`src/hdl/fmd_pkg.sv`:
```
`timescale 1ns / 1ps
package fmd_pkg;

  // Fixed filter and front-end configuration
  localparam int TAPS        = 81;
  localparam int DECIM       = 20;
  localparam int SAMPLE_RATE = 960000;
  localparam int CUTOFF_HZ   = 15000;
  localparam int DC_SHIFT    = 11;

  localparam int CORDIC_STEPS = 23;
  localparam int VEC_STEPS    = 16;
  localparam longint QUARTER_TURN = 64'sd4194304;
  localparam longint TWO_PI_Q30   = 64'sd6746518852;
  localparam longint INV_GAIN_Q30 = 64'sd652032875;
  localparam longint ACC_LIMIT    = 64'sd8589934592;
  localparam longint AUDIO_K =
    (longint'(SAMPLE_RATE) * 32767 * 256 + 37500) / 75000;

  // Datapath widths
  localparam int IDX_W  = $clog2(TAPS);
  localparam int FILL_W = $clog2(TAPS + 1);
  localparam int CNT_W  = $clog2(DECIM + 1);
  localparam int STEP_W = $clog2(VEC_STEPS);
  localparam int DC_W   = 8 + DC_SHIFT + 3;
  localparam int S_W    = 11;
  localparam int P_W    = 23;
  localparam int X_W    = 32;
  localparam int Z_W    = 26;
  localparam int PH_W   = 16;
  localparam int TAP_W  = 18;
  localparam int ACC_W  = 42;
  localparam int AC_W   = 35;
  localparam int K_W    = 28;
  localparam int M_W    = 47;
  localparam int N_W    = 63;
  localparam int AU_W   = 28;

  // atan(2^-i), unit 2^-24 turn
  localparam longint ATAN_TAB [CORDIC_STEPS] = '{
    2097152, 1238021, 654136, 332050, 166669, 83416, 41718, 20860,
    10430, 5215, 2608, 1304, 652, 326, 163, 81, 41, 20, 10, 5, 3, 1, 1
  };

  typedef logic signed [TAP_W-1:0] tap_arr_t [TAPS];

  typedef struct packed {
    longint s;
    longint c;
  } sc_t;

  // Restoring division of a non-negative value by a positive one
  function automatic longint udiv(longint n, longint d);
    longint q;
    longint r;
    q = 0;
    r = 0;
    for (int i = 62; i >= 0; i--) begin
      r = (r <<< 1) | ((n >>> i) & 1);
      q = q <<< 1;
      if (r >= d) begin
        r = r - d;
        q = q | 1;
      end
    end
    return q;
  endfunction

  // Rotation-mode CORDIC, Q30 sine and cosine of a 2^-24 turn angle
  function automatic sc_t sin_cos(longint ph);
    longint quad;
    longint z;
    longint x;
    longint y;
    longint dx;
    longint dy;
    sc_t r;
    quad = (ph >> 22) & 3;
    z = ph & (QUARTER_TURN - 1);
    x = INV_GAIN_Q30;
    y = 0;
    for (int i = 0; i < CORDIC_STEPS; i++) begin
      dx = y >>> i;
      dy = x >>> i;
      if (z >= 0) begin
        x = x - dx; y = y + dy; z = z - ATAN_TAB[i];
      end else begin
        x = x + dx; y = y - dy; z = z + ATAN_TAB[i];
      end
    end
    case (quad)
      0: begin r.s = y;  r.c = x;  end
      1: begin r.s = x;  r.c = -y; end
      2: begin r.s = -y; r.c = -x; end
      default: begin r.s = -x; r.c = y; end
    endcase
    return r;
  endfunction

  // Hamming-windowed sinc, normalized to unity DC gain, Q1.17
  function automatic tap_arr_t build_taps();
    longint prod [TAPS];
    longint sum;
    longint am;
    longint v;
    longint w;
    longint ph;
    longint num;
    int m;
    sc_t sc;
    tap_arr_t r;
    sum = 0;
    for (int n = 0; n < TAPS; n++) begin
      m = n - (TAPS - 1) / 2;
      am = (m < 0) ? -m : m;
      if (m == 0) begin
        v = TWO_PI_Q30 * CUTOFF_HZ / SAMPLE_RATE;
      end else begin
        ph = ((longint'(CUTOFF_HZ) * am * 16777216 + SAMPLE_RATE / 2) / SAMPLE_RATE)
             & 64'hFFFFFF;
        sc = sin_cos(ph);
        v = (sc.s >= 0) ? udiv(sc.s + am / 2, am) : -udiv(-sc.s + am / 2, am);
      end
      ph = ((longint'(n) * 16777216 + (TAPS - 1) / 2) / (TAPS - 1)) & 64'hFFFFFF;
      sc = sin_cos(ph);
      num = 54 * 64'sd1073741824 - 46 * sc.c;
      w = (num >= 0) ? (num + 50) / 100 : -((-num + 50) / 100);
      prod[n] = (v * w) >>> 30;
      sum = sum + prod[n];
    end
    if (sum <= 0) sum = 1;
    for (int n = 0; n < TAPS; n++) begin
      num = prod[n] * 131072;
      v = (num >= 0) ? udiv(num + sum / 2, sum) : -udiv(-num + sum / 2, sum);
      if (v > 131071) v = 131071;
      if (v < -131072) v = -131072;
      r[n] = TAP_W'(v);
    end
    return r;
  endfunction

  localparam tap_arr_t TAP_ROM = build_taps();

  // Controller to datapath commands
  typedef struct packed {
    logic              dc_en;
    logic              mul_en;
    logic              pre_en;
    logic              cord_en;
    logic [STEP_W-1:0] cord_step;
    logic              hist_we;
    logic [IDX_W-1:0]  wr_addr;
    logic [IDX_W-1:0]  rd_addr;
    logic              mac_clr;
    logic              mac_en;
    logic              mac_zero;
    logic [IDX_W-1:0]  tap_idx;
    logic              clamp_en;
    logic              scl_lo;
    logic              scl_hi;
    logic              round_en;
    logic              dm1_en;
    logic              dm2_en;
    logic              vol_en;
    logic              out_load;
  } fmd_cmd_t;

  // Datapath to controller status
  typedef struct packed {
    logic deemph_on;
  } fmd_stat_t;

endpackage

```
`src/hdl/fmd_ctrl.sv`:
```
`timescale 1ns / 1ps
module fmd_ctrl (
  input  logic               clk,
  input  logic               rst,
  input  logic               s_axis_tvalid,
  output logic               s_axis_tready,
  output logic               m_axis_tvalid,
  input  logic               m_axis_tready,
  input  fmd_pkg::fmd_stat_t stat,
  output fmd_pkg::fmd_cmd_t  cmd
);
  import fmd_pkg::*;

  localparam logic [3:0] ST_IDLE  = 4'd0;
  localparam logic [3:0] ST_MUL   = 4'd1;
  localparam logic [3:0] ST_PRE   = 4'd2;
  localparam logic [3:0] ST_CORD  = 4'd3;
  localparam logic [3:0] ST_WR    = 4'd4;
  localparam logic [3:0] ST_FIR   = 4'd5;
  localparam logic [3:0] ST_CLAMP = 4'd6;
  localparam logic [3:0] ST_SCLLO = 4'd7;
  localparam logic [3:0] ST_SCLHI = 4'd8;
  localparam logic [3:0] ST_ROUND = 4'd9;
  localparam logic [3:0] ST_DM1   = 4'd10;
  localparam logic [3:0] ST_DM2   = 4'd11;
  localparam logic [3:0] ST_VOL   = 4'd12;
  localparam logic [3:0] ST_SAT   = 4'd13;

  localparam logic [IDX_W-1:0]  LAST_IDX  = IDX_W'(TAPS - 1);
  localparam logic [FILL_W-1:0] FULL      = FILL_W'(TAPS);
  localparam logic [CNT_W-1:0]  LAST_CNT  = CNT_W'(DECIM - 1);
  localparam logic [STEP_W-1:0] LAST_STEP = STEP_W'(VEC_STEPS - 1);

  logic [3:0] state, state_next;
  logic have_last;
  logic [STEP_W-1:0] step;
  logic [IDX_W-1:0] ptr, ptr_inc, rd_idx;
  logic [FILL_W-1:0] fill, tcnt;
  logic [CNT_W-1:0] cnt;
  logic rd_valid_d, zero_d;
  logic [IDX_W-1:0] tap_d;
  logic out_valid;
  logic accept, issue, out_free;

  assign s_axis_tready = (state == ST_IDLE);
  assign accept   = s_axis_tvalid && s_axis_tready;
  assign m_axis_tvalid = out_valid;
  assign out_free = !out_valid || m_axis_tready;
  assign issue    = (state == ST_FIR) && (tcnt != FULL);
  assign ptr_inc  = (ptr == LAST_IDX) ? '0 : ptr + 1'b1;

  // Next state
  always_comb begin
    state_next = state;
    case (state)
      ST_IDLE:  if (accept) state_next = ST_MUL;
      ST_MUL:   state_next = have_last ? ST_PRE : ST_IDLE;
      ST_PRE:   state_next = ST_CORD;
      ST_CORD:  if (step == LAST_STEP) state_next = ST_WR;
      ST_WR:    state_next = (cnt == LAST_CNT) ? ST_FIR : ST_IDLE;
      ST_FIR:   if (tcnt == FULL) state_next = ST_CLAMP;
      ST_CLAMP: state_next = ST_SCLLO;
      ST_SCLLO: state_next = ST_SCLHI;
      ST_SCLHI: state_next = ST_ROUND;
      ST_ROUND: state_next = stat.deemph_on ? ST_DM1 : ST_VOL;
      ST_DM1:   state_next = ST_DM2;
      ST_DM2:   state_next = ST_VOL;
      ST_VOL:   state_next = ST_SAT;
      ST_SAT:   if (out_free) state_next = ST_IDLE;
      default:  state_next = ST_IDLE;
    endcase
  end

  // State and sequencing counters
  always_ff @(posedge clk) begin
    if (rst) begin
      state      <= ST_IDLE;
      have_last  <= 1'b0;
      step       <= '0;
      ptr        <= '0;
      fill       <= '0;
      cnt        <= '0;
      tcnt       <= '0;
      rd_idx     <= '0;
      rd_valid_d <= 1'b0;
      out_valid  <= 1'b0;
    end else begin
      state <= state_next;
      if (state == ST_MUL) have_last <= 1'b1;
      if (state == ST_PRE) step <= '0;
      else if (state == ST_CORD) step <= step + 1'b1;
      if (state == ST_WR) begin
        ptr <= ptr_inc;
        if (fill != FULL) fill <= fill + 1'b1;
        cnt <= (cnt == LAST_CNT) ? '0 : cnt + 1'b1;
        tcnt <= '0;
        rd_idx <= ptr_inc;
      end else if (issue) begin
        tcnt <= tcnt + 1'b1;
        rd_idx <= (rd_idx == LAST_IDX) ? '0 : rd_idx + 1'b1;
      end
      rd_valid_d <= issue;
      if (state == ST_SAT && out_free) out_valid <= 1'b1;
      else if (m_axis_tready) out_valid <= 1'b0;
    end
  end

  // Tap index and fill check follow the registered history read
  always_ff @(posedge clk) begin
    tap_d  <= tcnt[IDX_W-1:0];
    zero_d <= !(FILL_W'(rd_idx) < fill);
  end

  always_comb begin
    cmd.dc_en     = accept;
    cmd.mul_en    = (state == ST_MUL);
    cmd.pre_en    = (state == ST_PRE);
    cmd.cord_en   = (state == ST_CORD);
    cmd.cord_step = step;
    cmd.hist_we   = (state == ST_WR);
    cmd.wr_addr   = ptr;
    cmd.rd_addr   = rd_idx;
    cmd.mac_clr   = (state == ST_WR);
    cmd.mac_en    = rd_valid_d;
    cmd.mac_zero  = zero_d;
    cmd.tap_idx   = tap_d;
    cmd.clamp_en  = (state == ST_CLAMP);
    cmd.scl_lo    = (state == ST_SCLLO);
    cmd.scl_hi    = (state == ST_SCLHI);
    cmd.round_en  = (state == ST_ROUND);
    cmd.dm1_en    = (state == ST_DM1);
    cmd.dm2_en    = (state == ST_DM2);
    cmd.vol_en    = (state == ST_VOL);
    cmd.out_load  = (state == ST_SAT) && out_free;
  end

endmodule

```
`config.mk`:
```
export PLATFORM = sky130hd
export DESIGN_NAME = fmd_ctrl
export DESIGN_NICKNAME = d
export VERILOG_FILES = /design/src/hdl/fmd_pkg.sv /design/src/hdl/fmd_ctrl.sv
export SDC_FILE = /design/constraint.sdc
export NUM_CORES = 1
export LEC_CHECK = 0
export ABC_CLOCK_PERIOD_IN_PS = 2400
export BUFFER_PORTS_ARGS = -buffer_cell sky130_fd_sc_hd__buf_4
export CORE_MARGIN = 5
export CORE_UTILIZATION = 50
export DETAILED_ROUTE_END_ITERATION = 6
export PLACE_DENSITY = 0.72
export SETUP_SLACK_MARGIN = 0.5
export SYNTH_ARGS = -nofsm -noshare
export SYNTH_HDL_FRONTEND = slang
export SYNTH_SLANG_ARGS = --single-unit
export TNS_END_PERCENT = 1
```
`constraint.sdc`:
```
create_clock -name clk -period 2.4 [get_ports clk]
set_clock_uncertainty 0.15 [all_clocks]
set_input_delay 0 -clock clk [delete_from_list [all_inputs] [get_ports clk]]
set_output_delay 0 -clock clk [all_outputs]
set_load 0.05 [all_outputs]
```
==> results by group <==
Yosys
  • Most repeated cell in the gate-level netlist after synthesis: sky130_fd_sc_hd__dfxtp_1
  • Ys Warns: 0
  • Post-synth cell types: 47
  • Most numerous cell types in the synthesized netlist: sky130_fd_sc_hd__dfxtp_1 (52), sky130_fd_sc_hd__nor2_1 (43), sky130_fd_sc_hd__a21oi_1 (17), sky130_fd_sc_hd__inv_1 (17), sky130_fd_sc_hd__nand2_1 (17)
  • Yosys top cell area share: between 30% and 40%
  • Number of synthesized register bits: 52
  • Async set-reset flop share out of synthesis: 0%
  • Seq/Total Area, Yosys: approximately 38%
  • Average cell area after synthesis: about 8.5 um^2
  • Top cell type by total area after synthesis: sky130_fd_sc_hd__dfxtp_1
  • Syn Inst Count: approximately 320
  • Synthesized netlist net count: roughly 340
  • Prevailing post-synth register cell: sky130_fd_sc_hd__dfxtp_1
  • Total standard cell area after synthesis: around 2700 um^2
  • Number of enable flip-flop cells after synthesis: 0
  • Most area-consuming cells after synthesis: sky130_fd_sc_hd__dfxtp_1 (38%), sky130_fd_sc_hd__ha_1 (7.3%), sky130_fd_sc_hd__nor2_1 (5.9%), sky130_fd_sc_hd__xnor2_1 (4.8%), sky130_fd_sc_hd__a21oi_1 (3.1%)

Floorplan
  • Vertical extent of the die: ~84 um
  • Number of top-level design ports: 48
  • Die Outline Area: approximately 7000 um^2
  • Placeable core region: 5410 um^2
  • Number of core rows: 27
  • Die Width: between 80 and 90 um
  • Effective utilization at floorplan: 50.7%

Power
  • Worst IR Drop VDD: between 0.3 and 0.4 mV
  • Power density cells: 510 nW/um^2
  • P_leak: between 0.001 and 0.0015 uW

Timing
  • RSZ-0062 raised after global routing: true
  • Total count of hold-check failures in the final report: 0
  • Count of endpoints failing setup in the final report: 0
  • Tcrit/Tclk final: 79.8%
  • Final period demand of the worst path: about 1.9 ns
  • Total Negative Setup Slacks: 0 ns
  • Slew at the pin closest to its max-slew limit: around 0.46 ns
  • Maximum achievable frequency: between 500 and 600 MHz
  • Pins Over Slew Limit: 0
  • Relative slew margins: approximately 69%

Global routing
  • Maximum number of pins on one net before global-route repair: 39
  • Met1 track utilization from global routing: between 20 and 25%
  • Wire length of the first global-routing pass: just over 10 mm
  • Vias in the first global route: 2167
  • Antenna violations before repair: 0
  • Global routing met3 resource utilization: 3.26%
  • Met2 GRT Util: between 20% and 30%
  • Global-route usage over all layers: between 10% and 20%
  • Most used routing layer in global routing: met2
  • Overflow after GRT: 0

Detailed routing
  • TritonRoute pass-1 iters: 4
  • Number of DRC violations after detailed-routing iteration 0: between 150 and 200
  • DRC violation count after routing: 0
  • Routed length per instance: 13.6 um
  • Total Routed Length: 6.00 mm
  • Vias after detailed routing: ~2400
  • Detailed-route vias per instance: 5.39
  • Post-detailed-route count of antenna-violating nets: 0

Clock tree
  • TritonCTS clock tree: built
  • Cts bufs inserted: 5
  • Clock latency of the later-clocked register in the worst-skew pair: ~0.30 ns
  • Buffer type at the clock tree root: sky130_fd_sc_hd__clkbuf_8
  • Sinks on Clock Net: 52
  • Clock-pin transition on the worst setup and hold timing paths: around 0.090 ns
  • H-tree Lvls: 2
  • Maximum number of buffers from clock root to sink: 2

Setup path
  • R2R Setup Slk: 0.49 ns
  • Crit path buf inv count: 1
  • Crit-path cells: or4b_4, clkinv_8, nand4_4, or3_4, xnor2_2, nor2_1
  • Endpoint arrival time on the critical path: ~2.0 ns
  • Required @ worst endpoint: 2.43 ns
  • Nature of the critical path startpoint: flop
  • Category of the most critical setup path: flop to flop
  • Crit path max-delay cell type: sky130_fd_sc_hd__or4b_4
  • Cell type group with the largest total delay on the critical path: simple AND/OR/NAND/NOR gates
  • Crit. End Element: flop
  • Maximum fanout encountered on the critical timing path: 15
  • Largest stage delay on the critical path: a little under 0.6 ns

Placement
  • Weighted congestion reported at the end of routability-driven placement: around 0.83
  • DP Wirelength: 4.15 mm
  • Count of buffers inserted at the top-level ports: 47

Finish
  • Layout overhead on the synthesized area: 22.3%
  • Share of cells above drive strength 1: between 20% and 30%
  • Total number of nets in the final design: slightly below 400
  • Antenna diode instance count: 0
  • Post-layout utilization of the core: approximately 62%

Flow run
  • Maxcap violations: 0

Hold path
  • Class of the worst hold path: primary input to flop

Outcome
  • Run status: finished clean
## power by group
| part | leakage [uW] | internal, uW | total, uW | switching, uW |
|---|---|---|---|---|
| sequential | 0.000421 | 879 | 893 | 13.3 |
| clock | 0.0000445 | 235 | 514 | 279 |
| combinational | 0.000821 | 102 | 304 | 201 |
## cell families after synthesis
logic type / share of synthesized area, %
and+or+nand+nor: 25.3
AOI/OAI and AO/OA: 14.9
DFF: 38.0
buffers and inverters: 6.80
xor gates and xnor gates: 7.03
adders and majority gates: 7.31
muxes: 0.731
## worst min-delay path, cell delays in order
cell	delay, ns
sky130_fd_sc_hd__buf_4	0.12
sky130_fd_sc_hd__o22ai_1	0.11
sky130_fd_sc_hd__a221oi_1	0.10
sky130_fd_sc_hd__o22ai_1	0.13
## per-layer routing
metal | up-vias | share of wire (%)
met3 | 4 | 4.4
met5 | - | 0
met2 | 64 | 48
li1 | 1214 | -
met1 | 1091 | 46
met4 | 0 | 1.1
## layout make-up
| type | instances | area (um^2) |
|---|---|---|
| Clock buffer | 7 | 86.3 |
| Timing Repair Buffer | 59 | 450 |
| Multi-Input combinational cell | 231 | 1590 |
| Sequential cell | 52 | 1050 |
| Inverter | 18 | 80.1 |
| Fill cell | 481 | 2050 |
| Tap cell | 72 | 90.1 |
| Clock inverter | 1 | 7.51 |
## sequential cells by signal, indices dropped and copies added (netlist names), 4 cells and up
| name | flops |
|---|---|
| fill | 7 |
| state | 4 |
| tcnt | 7 |
| tap_d | 7 |
| ptr | 7 |
| rd_idx | 7 |
| cnt | 5 |
| step | 4 |
## cells in the final DEF (no fill, tap or decap), types with 3 or more instances in the layout
cell type,n
sky130_fd_sc_hd__xnor2_1,14
sky130_fd_sc_hd__nand3_1,9
sky130_fd_sc_hd__nor4b_1,6
sky130_fd_sc_hd__a21oi_1,17
sky130_fd_sc_hd__clkbuf_8,6
sky130_fd_sc_hd__nand4_1,5
sky130_fd_sc_hd__nor3_2,3
sky130_fd_sc_hd__ha_1,16
sky130_fd_sc_hd__nand2_1,17
sky130_fd_sc_hd__dlygate4sd3_1,3
sky130_fd_sc_hd__nor2_1,43
sky130_fd_sc_hd__a31oi_1,4
sky130_fd_sc_hd__nor4_1,3
sky130_fd_sc_hd__buf_4,56
sky130_fd_sc_hd__o21ai_0,11
sky130_fd_sc_hd__nand2b_1,7
sky130_fd_sc_hd__inv_1,17
sky130_fd_sc_hd__nor3_1,9
sky130_fd_sc_hd__nor2b_1,7
sky130_fd_sc_hd__xor2_1,7
sky130_fd_sc_hd__dfxtp_1,50
sky130_fd_sc_hd__a211oi_1,8
sky130_fd_sc_hd__and2_1,3
sky130_fd_sc_hd__and3_1,3
sky130_fd_sc_hd__a211o_1,3
## stage by stage
stage / total power, uW / std cells / setup slack [ns] / hold slack [ns] / cell area, um^2
after CTS: 1720 / 438 / 0.467 / 0.0447 / 3290
final: 1710 / 440 / 0.486 / 0.0683 / 3350
after floorplan: 1140 / 322 / 0.259 / 0.0876 / 2760
after global placement: 1200 / 425 / 0.368 / 0.222 / 3120
after global routing: 1790 / 440 / 0.382 / 0.0700 / 3350
after detailed placement: 1200 / 425 / 0.336 / 0.230 / 3120
## repair_timing
action,4_1_cts,5_1_grt
cloned,0,0
endpoints found under the setup margin,10,17
hold buffers,3,0
pin swaps,2,1
resized for setup,7,11
buffers inserted,2,2
hold endpoints to repair,27,0
## path summary, 6_finish.rpt
path / cells past startpoint / from / end
hold / removal: 4 / stat / state[2]$_SDFFE_PP0P_
hold reg to reg: 0 / tcnt[6]$_SDFFE_PP0P_ / tap_d[6]$_DFF_P_
setup reg to reg: 6 / state[1]$_SDFFE_PP0P_ / fill[6]$_SDFFE_PP0P_
setup / recovery: 6 / state[1]$_SDFFE_PP0P_ / fill[6]$_SDFFE_PP0P_
Power figures use the tool's default switching activity.
